==> config.mk <==
export PLATFORM = sky130hd
export DESIGN_NAME = i2c_master_byte_engine
export DESIGN_NICKNAME = d
export VERILOG_FILES = /design/src/i2cm_pkg.sv /design/src/i2cm_core.sv /design/src/i2c_master_byte_engine.sv
export SDC_FILE = /design/constraint.sdc
export NUM_CORES = 1
export LEC_CHECK = 0
export ABC_AREA = 0
export BUFFER_PORTS_ARGS = -buffer_cell sky130_fd_sc_hd__buf_4
export CAP_MARGIN = 20
export CORE_ASPECT_RATIO = 0.5
export CORE_MARGIN = 2
export CORE_UTILIZATION = 45
export DETAILED_ROUTE_END_ITERATION = 8
export GPL_TIMING_DRIVEN = 0
export PLACE_DENSITY = 0.59
export SYNTH_ARGS = -nofsm -noshare
export SYNTH_HDL_FRONTEND = slang
export SYNTH_SLANG_ARGS = --single-unit
export TNS_END_PERCENT = 30
==> constraint.sdc <==
create_clock -name clk -period 4.7 [get_ports clk]
set_clock_uncertainty 0.05 [all_clocks]
set_input_delay 0.94 -clock clk [delete_from_list [all_inputs] [get_ports clk]]
set_output_delay 0.94 -clock clk [all_outputs]
set_load 0.005 [all_outputs]
==> src/i2cm_pkg.sv <==
// Shared types and constants for the I2C master byte engine.
// Used by i2cm_core and i2c_master_byte_engine; depends on nothing.
`timescale 1ns / 1ps

package i2cm_pkg;

  localparam int BITS_PER_BYTE = 8;
  localparam int BIT_CNT_W     = 4;
  localparam int HALF_W        = 8;
  localparam int WAIT_W        = 16;
  localparam int CMD_W         = 3;
  localparam int CFG_DATA_W    = 16;

  localparam logic [HALF_W-1:0] HALF_PERIOD_RESET = 8'd5;
  localparam logic [WAIT_W-1:0] ACK_WAIT_RESET    = 16'd0;
  localparam logic [WAIT_W-1:0] ACK_WAIT_MAX      = 16'hFFFF;

  // Command codes on the input kind field
  localparam logic [CMD_W-1:0] CMD_TICK  = 3'd0;
  localparam logic [CMD_W-1:0] CMD_START = 3'd1;
  localparam logic [CMD_W-1:0] CMD_STOP  = 3'd2;
  localparam logic [CMD_W-1:0] CMD_WRITE = 3'd3;
  localparam logic [CMD_W-1:0] CMD_READ  = 3'd4;

  // Configuration register indexes
  localparam logic CFG_HALF_PERIOD = 1'b0;
  localparam logic CFG_ACK_LIMIT   = 1'b1;

  // ACK flag codes (bit 0 ack seen, bit 1 timeout)
  localparam logic [1:0] ACK_NONE    = 2'b00;
  localparam logic [1:0] ACK_SEEN    = 2'b01;
  localparam logic [1:0] ACK_TIMEOUT = 2'b10;

  typedef enum logic [14:0] {
    PH_IDLE    = 15'b000000000000001,
    PH_ST_A    = 15'b000000000000010,
    PH_ST_B    = 15'b000000000000100,
    PH_SP_A    = 15'b000000000001000,
    PH_SP_B    = 15'b000000000010000,
    PH_WR_LOW  = 15'b000000000100000,
    PH_WR_HIGH = 15'b000000001000000,
    PH_AK_LOW  = 15'b000000010000000,
    PH_AK_HIGH = 15'b000000100000000,
    PH_AK_WAIT = 15'b000001000000000,
    PH_AK_TAIL = 15'b000010000000000,
    PH_RD_LOW  = 15'b000100000000000,
    PH_RD_HIGH = 15'b001000000000000,
    PH_NK_LOW  = 15'b010000000000000,
    PH_NK_HIGH = 15'b100000000000000
  } phase_t;

  // Result of one step, handed from the core to the output register
  typedef struct packed {
    logic       ack_timeout;
    logic       ack_seen;
    logic [7:0] read_byte;
    logic       done_res;
    logic       busy_res;
    logic       sda_out;
    logic       scl_out;
  } res_t;

endpackage

==> src/i2cm_core.sv <==
// Bus sequencer state and its next-state logic for one item per step.
// Depends on i2cm_pkg.
`timescale 1ns / 1ps

module i2cm_core (
  input  logic                            clk,
  input  logic                            rst,
  input  logic                            step,
  input  logic [i2cm_pkg::CMD_W-1:0]      command,
  input  logic [7:0]                      write_byte,
  input  logic                            sda_in,
  input  logic [i2cm_pkg::HALF_W-1:0]     half_period,
  input  logic [i2cm_pkg::WAIT_W-1:0]     ack_wait_limit,
  output i2cm_pkg::res_t                  res
);

  i2cm_pkg::phase_t                    phase, phase_next;
  logic [i2cm_pkg::BIT_CNT_W-1:0]      bit_count, bit_count_next;
  logic [7:0]                          shift_reg, shift_reg_next;
  logic [i2cm_pkg::HALF_W-1:0]         phase_ticks, phase_ticks_next;
  logic [i2cm_pkg::WAIT_W-1:0]         ack_wait_ticks, ack_wait_ticks_next;
  logic                                scl_level, scl_level_next;
  logic                                sda_level, sda_level_next;
  logic [7:0]                          received_byte, received_byte_next;
  logic [1:0]                          ack_flags, ack_flags_next;
  logic                                finished;

  always_comb begin
    logic [i2cm_pkg::HALF_W-1:0]    h;
    logic [i2cm_pkg::HALF_W-1:0]    ticks_inc;
    logic [i2cm_pkg::BIT_CNT_W-1:0] cnt_inc;
    logic [7:0]                     sh_wr;
    logic [7:0]                     sh_rd;
    logic [i2cm_pkg::WAIT_W-1:0]    wait_inc;

    phase_next          = phase;
    bit_count_next      = bit_count;
    shift_reg_next      = shift_reg;
    phase_ticks_next    = phase_ticks;
    ack_wait_ticks_next = ack_wait_ticks;
    scl_level_next      = scl_level;
    sda_level_next      = sda_level;
    received_byte_next  = received_byte;
    ack_flags_next      = ack_flags;
    finished            = 1'b0;

    h         = (half_period == '0) ? i2cm_pkg::HALF_W'(1) : half_period;
    ticks_inc = phase_ticks + i2cm_pkg::HALF_W'(1);
    cnt_inc   = bit_count + i2cm_pkg::BIT_CNT_W'(1);
    sh_wr     = {shift_reg[6:0], 1'b0};
    sh_rd     = {shift_reg[6:0], sda_in};
    wait_inc  = (ack_wait_ticks < i2cm_pkg::ACK_WAIT_MAX) ?
                ack_wait_ticks + i2cm_pkg::WAIT_W'(1) : ack_wait_ticks;

    if (phase == i2cm_pkg::PH_IDLE) begin
      phase_ticks_next = '0;
      case (command)
        i2cm_pkg::CMD_START: begin
          scl_level_next = 1'b1;
          sda_level_next = 1'b1;
          phase_next     = i2cm_pkg::PH_ST_A;
        end
        i2cm_pkg::CMD_STOP: begin
          scl_level_next = 1'b0;
          sda_level_next = 1'b0;
          phase_next     = i2cm_pkg::PH_SP_A;
        end
        i2cm_pkg::CMD_WRITE: begin
          shift_reg_next      = write_byte;
          bit_count_next      = '0;
          ack_flags_next      = i2cm_pkg::ACK_NONE;
          ack_wait_ticks_next = '0;
          scl_level_next      = 1'b0;
          sda_level_next      = write_byte[7];
          phase_next          = i2cm_pkg::PH_WR_LOW;
        end
        i2cm_pkg::CMD_READ: begin
          shift_reg_next = '0;
          bit_count_next = '0;
          scl_level_next = 1'b0;
          sda_level_next = 1'b1;
          phase_next     = i2cm_pkg::PH_RD_LOW;
        end
        default: begin
          phase_ticks_next = phase_ticks;
        end
      endcase
    end else if (phase == i2cm_pkg::PH_AK_WAIT) begin
      // Poll for ACK every tick; the phase counter does not run here
      if (!sda_in) begin
        ack_flags_next   = i2cm_pkg::ACK_SEEN;
        scl_level_next   = 1'b0;
        phase_next       = i2cm_pkg::PH_AK_TAIL;
        phase_ticks_next = '0;
      end else begin
        ack_wait_ticks_next = wait_inc;
        if (ack_wait_limit != '0 && wait_inc >= ack_wait_limit) begin
          ack_flags_next   = i2cm_pkg::ACK_TIMEOUT;
          scl_level_next   = 1'b0;
          phase_next       = i2cm_pkg::PH_AK_TAIL;
          phase_ticks_next = '0;
        end
      end
    end else begin
      phase_ticks_next = ticks_inc;
      if (ticks_inc >= h) begin
        phase_ticks_next = '0;
        case (phase)
          i2cm_pkg::PH_ST_A: begin
            sda_level_next = 1'b0;
            phase_next     = i2cm_pkg::PH_ST_B;
          end
          i2cm_pkg::PH_SP_A: begin
            scl_level_next = 1'b1;
            phase_next     = i2cm_pkg::PH_SP_B;
          end
          i2cm_pkg::PH_SP_B: begin
            sda_level_next = 1'b1;
            phase_next     = i2cm_pkg::PH_IDLE;
            finished       = 1'b1;
          end
          i2cm_pkg::PH_WR_LOW: begin
            scl_level_next = 1'b1;
            phase_next     = i2cm_pkg::PH_WR_HIGH;
          end
          i2cm_pkg::PH_WR_HIGH: begin
            scl_level_next = 1'b0;
            shift_reg_next = sh_wr;
            bit_count_next = cnt_inc;
            if (cnt_inc >= i2cm_pkg::BIT_CNT_W'(i2cm_pkg::BITS_PER_BYTE)) begin
              sda_level_next = 1'b1;
              phase_next     = i2cm_pkg::PH_AK_LOW;
            end else begin
              sda_level_next = sh_wr[7];
              phase_next     = i2cm_pkg::PH_WR_LOW;
            end
          end
          i2cm_pkg::PH_AK_LOW: begin
            scl_level_next = 1'b1;
            phase_next     = i2cm_pkg::PH_AK_HIGH;
          end
          i2cm_pkg::PH_AK_HIGH: begin
            ack_wait_ticks_next = '0;
            phase_next          = i2cm_pkg::PH_AK_WAIT;
          end
          i2cm_pkg::PH_RD_LOW: begin
            scl_level_next = 1'b1;
            phase_next     = i2cm_pkg::PH_RD_HIGH;
          end
          i2cm_pkg::PH_RD_HIGH: begin
            shift_reg_next = sh_rd;
            scl_level_next = 1'b0;
            bit_count_next = cnt_inc;
            if (cnt_inc >= i2cm_pkg::BIT_CNT_W'(i2cm_pkg::BITS_PER_BYTE)) begin
              received_byte_next = sh_rd;
              sda_level_next     = 1'b1;
              phase_next         = i2cm_pkg::PH_NK_LOW;
            end else begin
              phase_next = i2cm_pkg::PH_RD_LOW;
            end
          end
          i2cm_pkg::PH_NK_LOW: begin
            scl_level_next = 1'b1;
            phase_next     = i2cm_pkg::PH_NK_HIGH;
          end
          i2cm_pkg::PH_NK_HIGH: begin
            scl_level_next = 1'b0;
            phase_next     = i2cm_pkg::PH_IDLE;
            finished       = 1'b1;
          end
          i2cm_pkg::PH_ST_B: begin
            scl_level_next = 1'b0;
            phase_next     = i2cm_pkg::PH_IDLE;
            finished       = 1'b1;
          end
          default: begin
            // Ack tail and anything unexpected end the sequence
            phase_next = i2cm_pkg::PH_IDLE;
            finished   = 1'b1;
          end
        endcase
      end
    end
  end

  always_ff @(posedge clk) begin
    if (rst) begin
      phase          <= i2cm_pkg::PH_IDLE;
      bit_count      <= '0;
      shift_reg      <= '0;
      phase_ticks    <= '0;
      ack_wait_ticks <= '0;
      scl_level      <= 1'b1;
      sda_level      <= 1'b1;
      received_byte  <= '0;
      ack_flags      <= i2cm_pkg::ACK_NONE;
    end else if (step) begin
      phase          <= phase_next;
      bit_count      <= bit_count_next;
      shift_reg      <= shift_reg_next;
      phase_ticks    <= phase_ticks_next;
      ack_wait_ticks <= ack_wait_ticks_next;
      scl_level      <= scl_level_next;
      sda_level      <= sda_level_next;
      received_byte  <= received_byte_next;
      ack_flags      <= ack_flags_next;
    end
  end

  assign res.scl_out     = scl_level_next;
  assign res.sda_out     = sda_level_next;
  assign res.busy_res    = (phase_next != i2cm_pkg::PH_IDLE);
  assign res.done_res    = finished;
  assign res.read_byte   = received_byte_next;
  assign res.ack_seen    = ack_flags_next[0];
  assign res.ack_timeout = ack_flags_next[1];

  a_write_clears_flags: assert property (@(posedge clk) disable iff (rst)
    (step && phase == i2cm_pkg::PH_IDLE && command == i2cm_pkg::CMD_WRITE)
    |=> (phase == i2cm_pkg::PH_WR_LOW && ack_flags == i2cm_pkg::ACK_NONE))
    else $error("write command did not enter the first bit with flags cleared");

  a_ack_low_seen: assert property (@(posedge clk) disable iff (rst)
    (step && phase == i2cm_pkg::PH_AK_WAIT && !sda_in)
    |=> (phase == i2cm_pkg::PH_AK_TAIL && ack_flags == i2cm_pkg::ACK_SEEN && !scl_level))
    else $error("low SDA during ACK wait not taken as ACK");

  a_flags_exclusive: assert property (@(posedge clk) disable iff (rst)
    ack_flags != (i2cm_pkg::ACK_SEEN | i2cm_pkg::ACK_TIMEOUT))
    else $error("ACK seen and timeout both set");

  a_bit_count_range: assert property (@(posedge clk) disable iff (rst)
    bit_count <= i2cm_pkg::BIT_CNT_W'(i2cm_pkg::BITS_PER_BYTE))
    else $error("bit counter ran past a byte");

  a_done_goes_idle: assert property (@(posedge clk) disable iff (rst)
    (step && res.done_res) |=> (phase == i2cm_pkg::PH_IDLE))
    else $error("sequence finished but engine not idle");

endmodule

==> src/i2c_master_byte_engine.sv <==
// I2C master byte engine: a bus sequencer that produces SCL/SDA levels
// from a stream of tick and command items; one result item per input item.
// Depends on i2cm_pkg and i2cm_core.
`timescale 1ns / 1ps

// Feed one transaction per bus time tick on the slave side. While the engine
// is idle, tuser carries a command (start, stop, write byte, read byte) that
// launches a bus sequence; any other transaction, and every transaction while
// busy, counts as one tick and carries the sampled SDA level in tdata. Each
// bus phase lasts half_period ticks (zero behaves as one). After a written
// byte the engine releases SDA and polls for ACK on every tick; a nonzero
// ack_wait_limit ends that wait with ack_timeout set. Every input transaction
// yields exactly one output transaction with the SCL/SDA levels to drive,
// busy, a one-item done pulse, the last read byte and the ACK flags. The
// engine takes one transaction per clock unless the result is held back
// by m_tready; an accepted transaction passes the input register and the
// sequencer step into the result register. Write configuration only while
// the engine is idle; configuration writes are always accepted.
module i2c_master_byte_engine (
  input  logic                              clk,
  input  logic                              rst,
  // Slave side
  input  logic                              s_tvalid,
  output logic                              s_tready,
  input  logic [15:0]                       s_tdata,  // [7:0] write_byte, [8] sda_in
  input  logic [i2cm_pkg::CMD_W-1:0]        s_tuser,  // [2:0] command
  // Master side
  output logic                              m_tvalid,
  input  logic                              m_tready,
  // [0] scl_out, [1] sda_out, [2] busy_res, [3] done_res,
  // [11:4] read_byte, [12] ack_seen, [13] ack_timeout
  output logic [15:0]                       m_tdata,
  // Configuration write channel
  input  logic                              cfg_valid,
  output logic                              cfg_ready,
  input  logic                              cfg_index,
  input  logic [i2cm_pkg::CFG_DATA_W-1:0]   cfg_data
);

  logic [i2cm_pkg::HALF_W-1:0] half_period;
  logic [i2cm_pkg::WAIT_W-1:0] ack_wait_limit;

  logic                        in_valid;
  logic [i2cm_pkg::CMD_W-1:0]  in_command;
  logic [7:0]                  in_write_byte;
  logic                        in_sda;
  logic                        advance;
  i2cm_pkg::res_t              res;

  // Configuration: always ready, write straight into the registers
  assign cfg_ready = 1'b1;

  always_ff @(posedge clk) begin
    if (rst) begin
      half_period    <= i2cm_pkg::HALF_PERIOD_RESET;
      ack_wait_limit <= i2cm_pkg::ACK_WAIT_RESET;
    end else if (cfg_valid) begin
      case (cfg_index)
        i2cm_pkg::CFG_HALF_PERIOD: half_period    <= cfg_data[i2cm_pkg::HALF_W-1:0];
        i2cm_pkg::CFG_ACK_LIMIT:   ack_wait_limit <= cfg_data[i2cm_pkg::WAIT_W-1:0];
        default: ;
      endcase
    end
  end

  // Advance the held item into the sequencer when the result slot is free
  // or is being emptied this cycle.
  assign advance  = in_valid && (!m_tvalid || m_tready);
  assign s_tready = !in_valid || advance;

  always_ff @(posedge clk) begin
    if (rst) begin
      in_valid <= 1'b0;
    end else if (s_tready) begin
      in_valid <= s_tvalid;
    end
  end

  // Hold payload; no reset needed
  always_ff @(posedge clk) begin
    if (s_tready && s_tvalid) begin
      in_command    <= s_tuser;
      in_write_byte <= s_tdata[7:0];
      in_sda        <= s_tdata[8];
    end
  end

  i2cm_core u_core (
    .clk            (clk),
    .rst            (rst),
    .step           (advance),
    .command        (in_command),
    .write_byte     (in_write_byte),
    .sda_in         (in_sda),
    .half_period    (half_period),
    .ack_wait_limit (ack_wait_limit),
    .res            (res)
  );

  // Result register: load on advance, drop valid once taken
  always_ff @(posedge clk) begin
    if (rst) begin
      m_tvalid <= 1'b0;
    end else if (advance) begin
      m_tvalid <= 1'b1;
    end else if (m_tready) begin
      m_tvalid <= 1'b0;
    end
  end

  always_ff @(posedge clk) begin
    if (advance) begin
      m_tdata <= {2'b00, res.ack_timeout, res.ack_seen, res.read_byte,
                  res.done_res, res.busy_res, res.sda_out, res.scl_out};
    end
  end

  a_no_overwrite: assert property (@(posedge clk) disable iff (rst)
    (m_tvalid && !m_tready) |=> (m_tvalid && $stable(m_tdata)))
    else $error("pending result overwritten");

  a_in_held: assert property (@(posedge clk) disable iff (rst)
    (in_valid && !advance) |=> in_valid)
    else $error("held input item lost");

  a_advance_fills_out: assert property (@(posedge clk) disable iff (rst)
    advance |=> m_tvalid)
    else $error("advanced item produced no result");

endmodule

Word-level counts from Yosys, hierarchy flattened
Index checks and enable logic that the tools add are counted.

Latch bits: 0. Input port bits: 41. RAM bits: 0. ROM bits: 0. Bits in registers: 114. Memories kept: 0.

Muxes and demuxes: 60. Div/mod/pow operators: 0. Shift operators: 0. Bitwise gates (word level): 2. Reductions and logical operators: 30. $add $sub $neg: 3. Equality and inequality tests: 26. Multipliers: 0. Order comparisons: 4.

Operators with widths (count): one-hot mux 15 bit (9 select lines) (1); 2-to-1 mux 16 bit (7); 2-to-1 mux 8 bit (13); 2-to-1 mux 15 bit (5); one-hot mux 15 bit (4 select lines) (1); one-hot mux 7 bit (2 select lines) (2); 2-to-1 mux 7 bit (3); 2-to-1 mux 4 bit (5); adder 16 x 1 -> 16 bit (second input constant) (1); greater-or-equal comparator 16 bit (1); < comparator 16 bit (second input constant) (1); nonzero test 16 bit (1); == test 15 x 1 -> 1 bit (second input constant) (1); == test 15 x 10 -> 1 bit (second input constant) (1); == test 15 x 12 -> 1 bit (second input constant) (1); == test 15 x 13 -> 1 bit (second input constant) (1); == test 15 x 14 -> 1 bit (second input constant) (1); == test 15 bit (second input constant) (1); == test 15 x 2 -> 1 bit (second input constant) (1); == test 15 x 3 -> 1 bit (second input constant) (1); == test 15 x 4 -> 1 bit (second input constant) (1); == test 15 x 5 -> 1 bit (second input constant) (1); == test 15 x 6 -> 1 bit (second input constant) (1); == test 15 x 7 -> 1 bit (second input constant) (1); 36 further kinds (72).

Logic depth before layout (Yosys ltp)
Gate-level depths: netlist of run 1.

Depth after elaboration: 9. Depth in mapped cells: 14.

Cells and area by module
Synthesis of run 1 repeated with hierarchy kept, for this count alone.

Cells, all modules: 752. Area, all modules: 6817.8 µm².

Modules (own cells, without submodules): i2cm_core (cells each 610, sequential area each 1241.2 µm², area an instance 4855.9 µm², instances 1); i2c_master_byte_engine (cells each 142, sequential area each 1301.2 µm², area an instance 1961.9 µm², instances 1).

Worst setup path after synthesis of run 1
OpenSTA, ideal clock, no wires.

Path kind: reg2reg. Start: register u_core.ack_wait_ticks[4] in the netlist's numbering. End: register u_core.phase_ticks[7] in the netlist's numbering. Slack: 1183 ps. Cell stages (with the launch flop): 14. Arrival: 3402 ps. Period minus slack after synthesis: 3517 ps. Path buffers: 0. Data required time: 4585 ps. Cells stage by stage: dfxtp_1 -> and4_1 -> nand4_1 -> nor3_1 -> nor4_1 -> xor2_1 -> ha_1 -> a21oi_1 -> nor2_1 -> a2111oi_0 -> a31oi_1 -> o31ai_4 -> mux2_1 -> nor2_1.

Cells in the longest elaborated chain, start to end: 6. Elaborated cells between the ends (all ways): 7.

Ends and longest elaborated chain: from (decl) (line i2cm_core.sv:21) `logic [i2cm_pkg::WAIT_W-1:0] ack_wait_ticks, ack_wait_ticks_next;`; from (signal assigned) (line i2cm_core.sv:202) `ack_wait_ticks <= ack_wait_ticks_next;`; adder 16 x 1 -> 16 bit / < comparator 16 bit (equally long branches) (line i2cm_core.sv:53, i2cm_core.sv:52); 2-to-1 mux 16 bit * (line i2cm_core.sv:52) `wait_inc = (ack_wait_ticks < i2cm_pkg::ACK_WAIT_MAX) ?`; greater-or-equal comparator 16 bit * (line i2cm_core.sv:97) `if (ack_wait_limit != '0 && wait_inc >= ack_wait_limit) begin`; logical AND 1 bit * (line i2cm_core.sv:97); != test 4 x 3 -> 1 bit (no line) *; AND reduction 3 bit (no line) *; to (signal assigned) (line i2cm_core.sv:201) `phase_ticks <= phase_ticks_next;`; to (decl) (line i2cm_core.sv:20) `logic [i2cm_pkg::HALF_W-1:0] phase_ticks, phase_ticks_next;`.

Mark *: on every way between the ends. The rest lies on a longest branch, timed or not. A chain may end at the register's enable or synchronous reset.

Worst setup path after layout of run 1
Start: register u_core.ack_wait_ticks[3] in the netlist's numbering. End: register u_core.phase_ticks[7] in the netlist's numbering.

The elaborated chain is that of the path after synthesis.

==> flow_summary.toml, run 1 <==
[logic_synthesis]
netlist_instances = 755
synth_seq_cells = 114
ys.warnings.count = 0
synth_top_area_share_pct = 27.87
syn_area_mm2 = 0.006321
synth-edff-count = 26
async_reset_ff_share_pct = 0
avgSynthCellArea_um2 = 8.372
yosysTopAreaCell = "dfxtp_1"
yosysUniqueCellTypes = 71
synth_ff_type = "dfxtp_1"
synth_seq_area_share_pct = 40.22
yosys-top-cells-area = "dfxtp_1, edfxtp_1, nand2_1, a21oi_1, ha_1"

[layout]
drive_above_1_share_pct = 13.95
largest_registers = "ack_wait_limit (16), u_core.ack_wait_ticks (16), u_core.phase (15)"
syn_to_final_growth_pct = 19.66
nets = 894
num_antenna_cells = 0

[route]
drc_errors = 0
dr.pass1.iters = 6
wl_per_cell_um = 17.21
wirelength_um = 17740
num_vias = 5761
detail_route.iter0.violations = 417
vias_per_cell = 5.588
postRouteAntennaNets = 0

[placement]
pre_cts_ws_ns = 0.2048
dpl.hpwl_um = 12710
portBuffers = 49
place_congestion = 0.9589

[die]
start_util_pct = 46.39
fp.dieW_um = 171.6
io_pins = 60
die_y_um = 87.81
core_area_mm2 = 0.01363
rows = 30
dieArea_mm2 = 0.01507

[pwr]
p_leak_nw = 2.934
totalPowerFinal_mw = 2.599
peakVddDrop_mv = 0.2195
power.density_mw_per_mm2 = 343.7

[global_routing]
met1_usage_pct = 34.39
grt_max_degree = 17
grt_pass1_vias = 5325
grt_overflow = 0
grtUsageMet2_pct = 38.85
busiest_layer = "met2"
grt_use_total_pct = 24.74
grt_pass1_wl_um = 28380
grt_use_met3_pct = 5.739
antenna_found_initial = 0

[min_path]
hold_start = "half_period[7]"
whs_endpoint = "half_period[7]"
hold_path_class = "flop to flop"
min_path_cells = 2

[sta]
hold_ws_ns = 0.4184
grt_setup_unrepaired = "no"
max_freq_mhz = 235.7
setup_ws_ns = 0.4572
setup_viol = 0
final_max_slew_viol_count = 0
finalHoldViolCount = 0
post-route-period-util_pct = 90.27
tns_ns = 0
post-route-min-period_ns = 4.243
relSlewSlack_pct = 43.36
worst_pin_slew_ns = 0.8496

[worst_setup_path]
cp.required_ns = 5.00
r2r-end = "u_core.phase_ticks[7]"
r2r_slack_ns = 0.46
critical_path.max_fanout = 8
crit_path_end_kind = "flop"
reg2reg_depth = 13
arrival_ns = 4.54
critical_path_class = "flop to flop"
cp-start-kind = "flop"
rr_startpoint = "u_core.ack_wait_ticks[3]"

[clocking]
cts_tree = "built"
numCtsBuffers = 17
htree_levels = 4
clockBufferDepth = 2
clock_sinks = 114
cts_setup_buffers = 0
clk_latency_ns = 0.41
clockRootBuffer = "clkbuf_16"
clkTransAtPathRegs_ns = 0.06

[job]
maxCapViolCount = 0

[status]
status = "completed"
[Yosys cell counts (10+ instances only)]
cell / number
dfxtp_1: 88
nor2_1: 64
edfxtp_1: 26
nand3_1: 37
xnor2_1: 13
nor4_1: 17
nand4_1: 10
nand2_1: 115
clkbuf_1: 29
nor2b_1: 13
ha_1: 27
o21ai_0: 29
xor2_1: 10
nor3_1: 19
inv_1: 28
mux2i_1: 22
a21oi_1: 68
nand2b_1: 10
[power by group]
part           switching [mW]  internal [mW]  total (mW)
Combinational           0.176          0.102       0.278
Clock                   0.504          0.763        1.27
Sequential             0.0185           1.04        1.05
[per-layer routing]
metal | share of wire (%) | routed length [um]
met5 | 0 | 0
met4 | 1.0 | 186
met1 | 49 | 8673
met2 | 44 | 7742
met3 | 6.4 | 1137
[layout make-up]
type	instances	area, um^2
fill	1288	6062
multi-input combinational	575	3531
sequential	114	2542
clock buffer	18	450.4
timing repair buffer	50	395.4
tap	192	240.2
buffer	39	166.4
clock inverter	14	128.9
inverter	29	108.9
[worst max path at each step]
stage | from | endpoint | cells after the start
floorplan | u_core.ack_wait_ticks[4] | u_core.phase_ticks[7] | 13
global placement | u_core.ack_wait_ticks[3] | u_core.phase_ticks[7] | 13
detailed placement | u_core.ack_wait_ticks[3] | u_core.phase_ticks[7] | 13
CTS | u_core.ack_wait_ticks[3] | u_core.phase_ticks[7] | 13
global route | u_core.ack_wait_ticks[3] | u_core.phase_ticks[7] | 13
finish | u_core.ack_wait_ticks[3] | u_core.phase_ticks[7] | 13
[logic make-up (layout without fill, tap and decap cells)]
kind of cell / Yosys count / after routing / share of synthesized area, %
adder cells (fa/ha/maj): 27 / 27 / 5.344
multiplexers: 32 / 32 / 5.265
AND/OR/NAND/NOR: 335 / 335 / 26.44
buffers and inverters: 68 / 150 / 4.355
AO/OA/AOI/OAI: 154 / 155 / 15.06
flip-flops: 114 / 114 / 40.22
XOR/XNOR: 23 / 23 / 3.187
other: 2 / 3 / 0.1188
[per-stage QoR]
step	cells	util [%]	area [um^2]
finish	1031	55.51	7564
global route	1031	55.51	7564
CTS	1030	55.34	7540
detailed placement	998	51.08	6960
global placement	997	50.88	6933
floorplan	756	-	6325
[placed cells by master, fill, tap and decap left out, types with 6 or more instances in the layout]
master / n
mux2_2: 9
xor2_1: 10
clkbuf_16: 18
nor2_1: 64
clkbuf_1: 29
inv_1: 28
nand2_1: 115
or3_1: 9
o21ai_0: 29
dfxtp_1: 88
nor3_1: 18
nand3_1: 37
nand4_1: 10
xnor2_1: 13
buf_4: 53
a21oi_1: 68
a211oi_1: 6
nor4_1: 17
ha_1: 27
nand2b_1: 10
edfxtp_1: 26
mux2i_1: 22
nor2b_1: 13
[critical path, stage by stage, from the launching register on]
cell and delay (ns):
dfxtp_1 0.41, and4_1 0.29, nand4_1 0.30, nor3_2 0.45, nor4_1 0.12, xor2_1 0.27
ha_1 0.30, a21oi_1 0.16, nor2_1 0.06, a2111oi_0 0.44, a31oi_2 0.37, o31ai_4 0.52
mux2_1 0.36, nor2_1 0.07
[repair_timing]
action                                  4_1_cts  5_1_grt
hold buffers                                  0        0
gates resized for setup                       0        2
endpoints found under the setup margin        0       12
No activity file was read; power rests on OpenSTA's default activity.
==> run 2, diff against run 1 <==
SYNTH_HIERARCHICAL = 1   (was unset)
==> run 2 against run 1 <==
Effect of this change:
- setup slack got worse by 0.13 ns
- synthesized cell count decreased by 0.40%
- first-iteration DRC count increased by 18%
- final cell count about the same
- fmax decreased by 2.9%
- via count increased by 2.7%
- register-to-register slack got worse by 0.13 ns
- design area increased by 6.3%
==> flow_summary.toml, run 2 <==
[global_routing]
grt_use_total_pct = 23.59
grt_overflow = 0
grt_pass1_vias = 5638
grt_pass1_wl_um = 30020
grt_max_degree = 19
antenna_found_initial = 0

[route]
wl_per_cell_um = 17.75
wirelength_um = 18320
dr.pass1.iters = 5
vias_per_cell = 5.731
num_vias = 5914
postRouteAntennaNets = 0
detail_route.iter0.violations = 494
drc_errors = 0

[logic_synthesis]
yosysUniqueCellTypes = 84
synth-adder-area-share_pct = 4.955
synth_top_area_share_pct = 25.84
synth_seq_cells = 114
synth_ff_type = "dfxtp_1"
syn_area_mm2 = 0.006818
synth-edff-count = 26
avgSynthCellArea_um2 = 9.066
synthMostInstantiatedCell = "dfxtp_1"
async_reset_ff_share_pct = 0
synth-xor-area-share_pct = 2.955
synth_compound_area_share_pct = 17.95
yosys-top-cells-area = "dfxtp_1, edfxtp_1, ha_1, a21oi_1, mux2i_1"
synth_common_cells = "dfxtp_1, a21oi_1, nor2_1, nand2_1, nand3_1"
synth_seq_area_share_pct = 37.29
netlist_instances = 752
synthSimpleGateAreaFrac_pct = 24.21
yosysTopAreaCell = "dfxtp_1"
synthMuxAreaShare_pct = 5.946
ys.warnings.count = 6
synth_top_family_by_area = "simple AND/OR/NAND/NOR gates"

[worst_setup_path]
critical_path.max_fanout = 7
cp.required_ns = 4.95
cp-start-kind = "flop"
critical_path_class = "flop to flop"
crit_buf_inv = 1
crit_path_end_kind = "flop"
cp_slowest_cell = "o21ai_1"
arrival_ns = 4.61
critPathTopFamily = "compound AO/OA/AOI/OAI gates"
cp_slowest_stage_delay_ns = 0.52
cp_cell_sequence = "ha_1 > nand2_1 > nor4_4 > a31oi_1 > and3_1 > xor2_1 > ha_1 > and3_1 > o21ai_0 > nand2_1 > o21ai_1 > a31oi_1 > o21ai_0 > a21o_1 > buf_4"

[layout]
layout.cells.most_common_list = "dfxtp_1, buf_4, a21oi_1"
num_antenna_cells = 0
final-instance-count-excl-fill = 1032
layout_commonest_cell = "dfxtp_1"
largest_registers = "ack_wait_limit (16), u_core/ack_wait_ticks (16), u_core/phase (15)"
syn_to_final_growth_pct = 17.91
drive_above_1_share_pct = 19.90
nets = 889

[clocking]
numCtsBuffers = 17
clkTransAtPathRegs_ns = 0.06
cts_setup_buffers = 0
cts-resized-gates = 0
htree_levels = 4
clockBufferDepth = 2
clk_latency_ns = 0.42
clock_sinks = 114
cts_tree = "built"
clockRootBuffer = "clkbuf_16"
cts_hold_buf = 0

[die]
io_pins = 60
start_util_pct = 46.62
dieArea_mm2 = 0.01621
core_area_mm2 = 0.01462
die_y_um = 91.04
fp.dieW_um = 178.1
rows = 31

[placement]
portBuffers = 49
place_congestion = 0.9277
dpl.hpwl_um = 13390
post-place-cells = 1000
pre_cts_ws_ns = 0.1638

[sta]
post-route-min-period_ns = 4.369
setup_viol = 0
worst_pin_slew_ns = 0.9758
final_max_slew_viol_count = 0
setup_ws_ns = 0.3308
grt_setup_unrepaired = "yes"
finalHoldViolCount = 0
post-route-period-util_pct = 92.96
relSlewSlack_pct = 34.55
max_freq_mhz = 228.9

[status]
status = "completed"

[pwr]
p_leak_nw = 3.230
totalPowerFinal_mw = 2.780
peakVddDrop_mv = 0.2360
power.density_mw_per_mm2 = 345.8

[job]
maxCapViolCount = 0

[min_path]
hold_path_class = "flop to flop"
-- run 2: cell type report --
class                           instances  area [um^2]
Clock buffer                           17        425.4
Sequential cell                       114         2542
Multi-Input combinational cell        554         3831
Inverter                               40        150.1
Fill cell                            1383         6584
Clock inverter                         15        175.2
Tap cell                              198        247.7
Timing Repair Buffer                   49        367.9
Buffer                                 45        299.0
-- run 2: cells by family after synthesis --
kind of cell / count (synthesis)
buf+inv: 85
mux: 36
other cells: 2
flops: 114
xor+xnor: 23
fa+ha+maj: 27
compound gates: 177
simple gates: 288
-- run 2: power by group --
part | switching, mW | leakage (nW) | total, mW | internal [mW]
Combinational | 0.212 | 1.97 | 0.365 | 0.153
Sequential | 0.0262 | 0.962 | 1.07 | 1.04
Clock | 0.546 | 0.295 | 1.34 | 0.799
-- run 2: per-stage QoR --
stage | utilization, % | hold slack, ns | cell area, um^2 | setup TNS (ns)
after global placement | 50.86 | 0.3949 | 7437 | 0
after floorplan | - | 0.3842 | 6822 | 0
after global routing | 54.98 | 0.4415 | 8039 | -0.04912
after CTS | 54.97 | 0.4190 | 8038 | 0
final | 54.98 | 0.4199 | 8039 | 0
after detailed placement | 50.86 | 0.4058 | 7437 | 0
-- run 2: final timing paths --
path | slack [ns] | endpoint | start | cells after the start
setup / recovery | 0.33 | m_tdata[0] | u_core/ack_wait_ticks[0] | 15
hold / removal | 0.42 | m_tvalid | in_valid | 2
setup reg to reg | 0.33 | m_tdata[0] | u_core/ack_wait_ticks[0] | 15
hold reg to reg | 0.42 | m_tvalid | in_valid | 2
-- run 2: metal layers --
metal	global-route usage, %	vias to the layer above	wire length (um)
met5	0	-	0
met1	34.59	2768	9062
met2	35.43	239	7740
met3	4.313	24	1277
li1	-	2883	-
met4	6.011	0	235
-- run 2: worst reg2reg max path, delay by kind of cell (launching register included) --
kind / cells / cell delay [ns]
AND/OR/NAND/NOR: 5 / 1.13
flip-flops: 1 / 0.42
buffers and inverters: 1 / 0.09
adder cells (fa/ha/maj): 2 / 0.54
AO/OA/AOI/OAI: 6 / 1.82
XOR/XNOR: 1 / 0.20
==> run 3, diff against run 2 <==
ABC_AREA = 1   (was 0)
==> run 3 against run 2 <==
Effect of this change:
- first-iteration DRC count grew 26%
- hold slack lost 0.0044 ns
- sequential power is essentially flat
- via count grew 5.1%
- sequential cell count is the same
- count of clock-buffer cells in the layout grew 1
- non-clock buffer count shrank 7
- design area grew 1.0%
- setup slack gained 0.66 ns
- largest cell class unchanged
- highest routed layer unchanged
==> flow_summary.toml, run 3 <==
[status]
status = "completed"

[route]
wirelength_um = 17580
drc_errors = 0
dr.pass1.iters = 6
wl_per_cell_um = 14.29
postRouteAntennaNets = 0
vias_per_cell = 5.051
detail_route.iter0.violations = 621
num_vias = 6213

[clocking]
cts_tree = "built"
clock_sinks = 114
clkTransAtPathRegs_ns = 0.05
clockBufferDepth = 2
cts-resized-gates = 0
numCtsBuffers = 17
htree_levels = 4
clk_latency_ns = 0.42
cts_hold_buf = 0
cts_setup_buffers = 0
clockRootBuffer = "clkbuf_16"

[sta]
max_freq_mhz = 269.9
worst_pin_slew_ns = 0.6442
grt_setup_unrepaired = "no"
finalHoldViolCount = 0
setup_viol = 0
post-route-min-period_ns = 3.705
tns_ns = 0
final_max_slew_viol_count = 0
relSlewSlack_pct = 57.05
post-route-period-util_pct = 78.84

[global_routing]
grt_max_degree = 17
met1_usage_pct = 31.48
grt_pass1_vias = 5842
grt_use_total_pct = 22.88
grt_pass1_wl_um = 29280
busiest_layer = "met2"
antenna_found_initial = 0
grtUsageMet2_pct = 35.76
grt_overflow = 0
grt_use_met3_pct = 5.804

[placement]
post-place-cells = 1198
portBuffers = 47
place_congestion = 0.8981
dpl.hpwl_um = 13310

[layout]
multi_input_area_mm2 = 0.003551
layout_commonest_cell = "nand2_1"
drive_above_1_share_pct = 17.83
layout.cells.most_common_list = "nand2_1, inv_1, nor2_1"
final-instance-count-excl-fill = 1230
num_antenna_cells = 0
nets = 1087
largest_registers = "ack_wait_limit (16), u_core/ack_wait_ticks (16), u_core/phase (15)"
fill_cells = 1471
layout.area.seq_mm2 = 0.002542
syn_to_final_growth_pct = 17.47

[die]
fp.dieW_um = 179.3
start_util_pct = 46.90
dieArea_mm2 = 0.01643
io_pins = 60
die_y_um = 91.64
rows = 31
core_area_mm2 = 0.01474

[pwr]
peakVddDrop_mv = 0.2239
p_leak_nw = 3.773
power.density_mw_per_mm2 = 359.1

[logic_synthesis]
yosysTopAreaCell = "dfxtp_1"
yosys-top-cells-area = "dfxtp_1, edfxtp_1, nand2_1, inv_1, nor2_1"
synth_seq_area_share_pct = 36.78
avgSynthCellArea_um2 = 7.269
synth-adder-area-share_pct = 4.887
yosysUniqueCellTypes = 49
syn_area_mm2 = 0.006913
synth_top_family_by_area = "simple AND/OR/NAND/NOR gates"
synth_common_cells = "nand2_1, inv_1, nor2_1, dfxtp_1, nand3_1"
async_reset_ff_share_pct = 0
synth-xor-area-share_pct = 2.027
netlist_instances = 951
synthMuxAreaShare_pct = 0
synth-edff-count = 26
synth_seq_cells = 114
synthSimpleGateAreaFrac_pct = 30.44
synth_top_area_share_pct = 25.48
synthMostInstantiatedCell = "nand2_1"
synth_ff_type = "dfxtp_1"
synth_compound_area_share_pct = 13.79
ys.warnings.count = 6

[worst_setup_path]
cp.required_ns = 4.82
cp-start-kind = "flop"
crit_path_end_kind = "flop"
critical_path_class = "flop to flop"
r2r_slack_ns = 0.99
arrival_ns = 3.83
critical_path.max_fanout = 4

[job]
maxCapViolCount = 0

[min_path]
hold_path_class = "flop to flop"
==> run 3: per-layer routing <==
layer,part of all wire (%),up-vias
li1,-,3220
met1,49,2821
met2,44,160
met3,6.3,12
met4,0.64,0
met5,0,-
==> run 3: cell type report <==
type | instances | area share [%]
Multi-Input combinational cell | 651 | 43.73
Sequential cell | 114 | 31.31
Inverter | 148 | 6.965
Clock buffer | 18 | 5.285
Timing Repair Buffer | 48 | 4.530
Buffer | 39 | 3.220
Tap cell | 198 | 3.051
Clock inverter | 14 | 1.911
==> run 3: path summary, 6_finish.rpt <==
check | end | startpoint | cells after the start
max | m_tdata[0] | u_core/ack_wait_ticks[0] | 16
min | half_period[0] | half_period[0] | 2
max reg2reg | m_tdata[0] | u_core/ack_wait_ticks[0] | 16
min reg2reg | half_period[0] | half_period[0] | 2
==> run 3: report_power, final <==
group / total [mW] / switching, mW / leakage [nW] / internal, mW
Sequential: 1.10 / 0.0411 / 0.969 / 1.06
Combinational: 0.534 / 0.347 / 2.53 / 0.187
Clock: 1.28 / 0.494 / 0.270 / 0.786
==> run 3: cell families after synthesis <==
kind of cell,after synthesis
and+or+nand+nor,440
buffers and inverters,187
AOI/OAI and AO/OA,165
DFF,114
adders and majority gates,27
xor gates and xnor gates,16
other,2
==> run 3: worst max-delay path: stages (launching register included) <==
cell and delay, ns:
dfxtp_1 0.39, ha_1 0.21, nand2_1 0.10, nor3_1 0.46, nor3b_1 0.25, o41ai_1 0.12, xor2_1 0.19, ha_1 0.33
nand4_1 0.08, nor3_1 0.23, nand3_1 0.11, nand3_1 0.09, nand2_1 0.15, nand2_1 0.15, o21ai_0 0.11, or2_2 0.30
buf_4 0.13
==> run 3: through the flow <==
stage	total power, mW	hold WS [ns]	util (%)	instance area, um^2	setup WS (ns)
after CTS	2.934	0.4127	55.09	8120	1.008
final	2.916	0.4155	55.09	8120	0.9946
after detailed placement	1.650	0.3995	51.13	7536	1.053
after global routing	3.057	0.4447	55.09	8120	0.6490
after global placement	1.641	0.4039	51.00	7517	0.8099
after floorplan	1.490	0.3808	-	6917	1.653
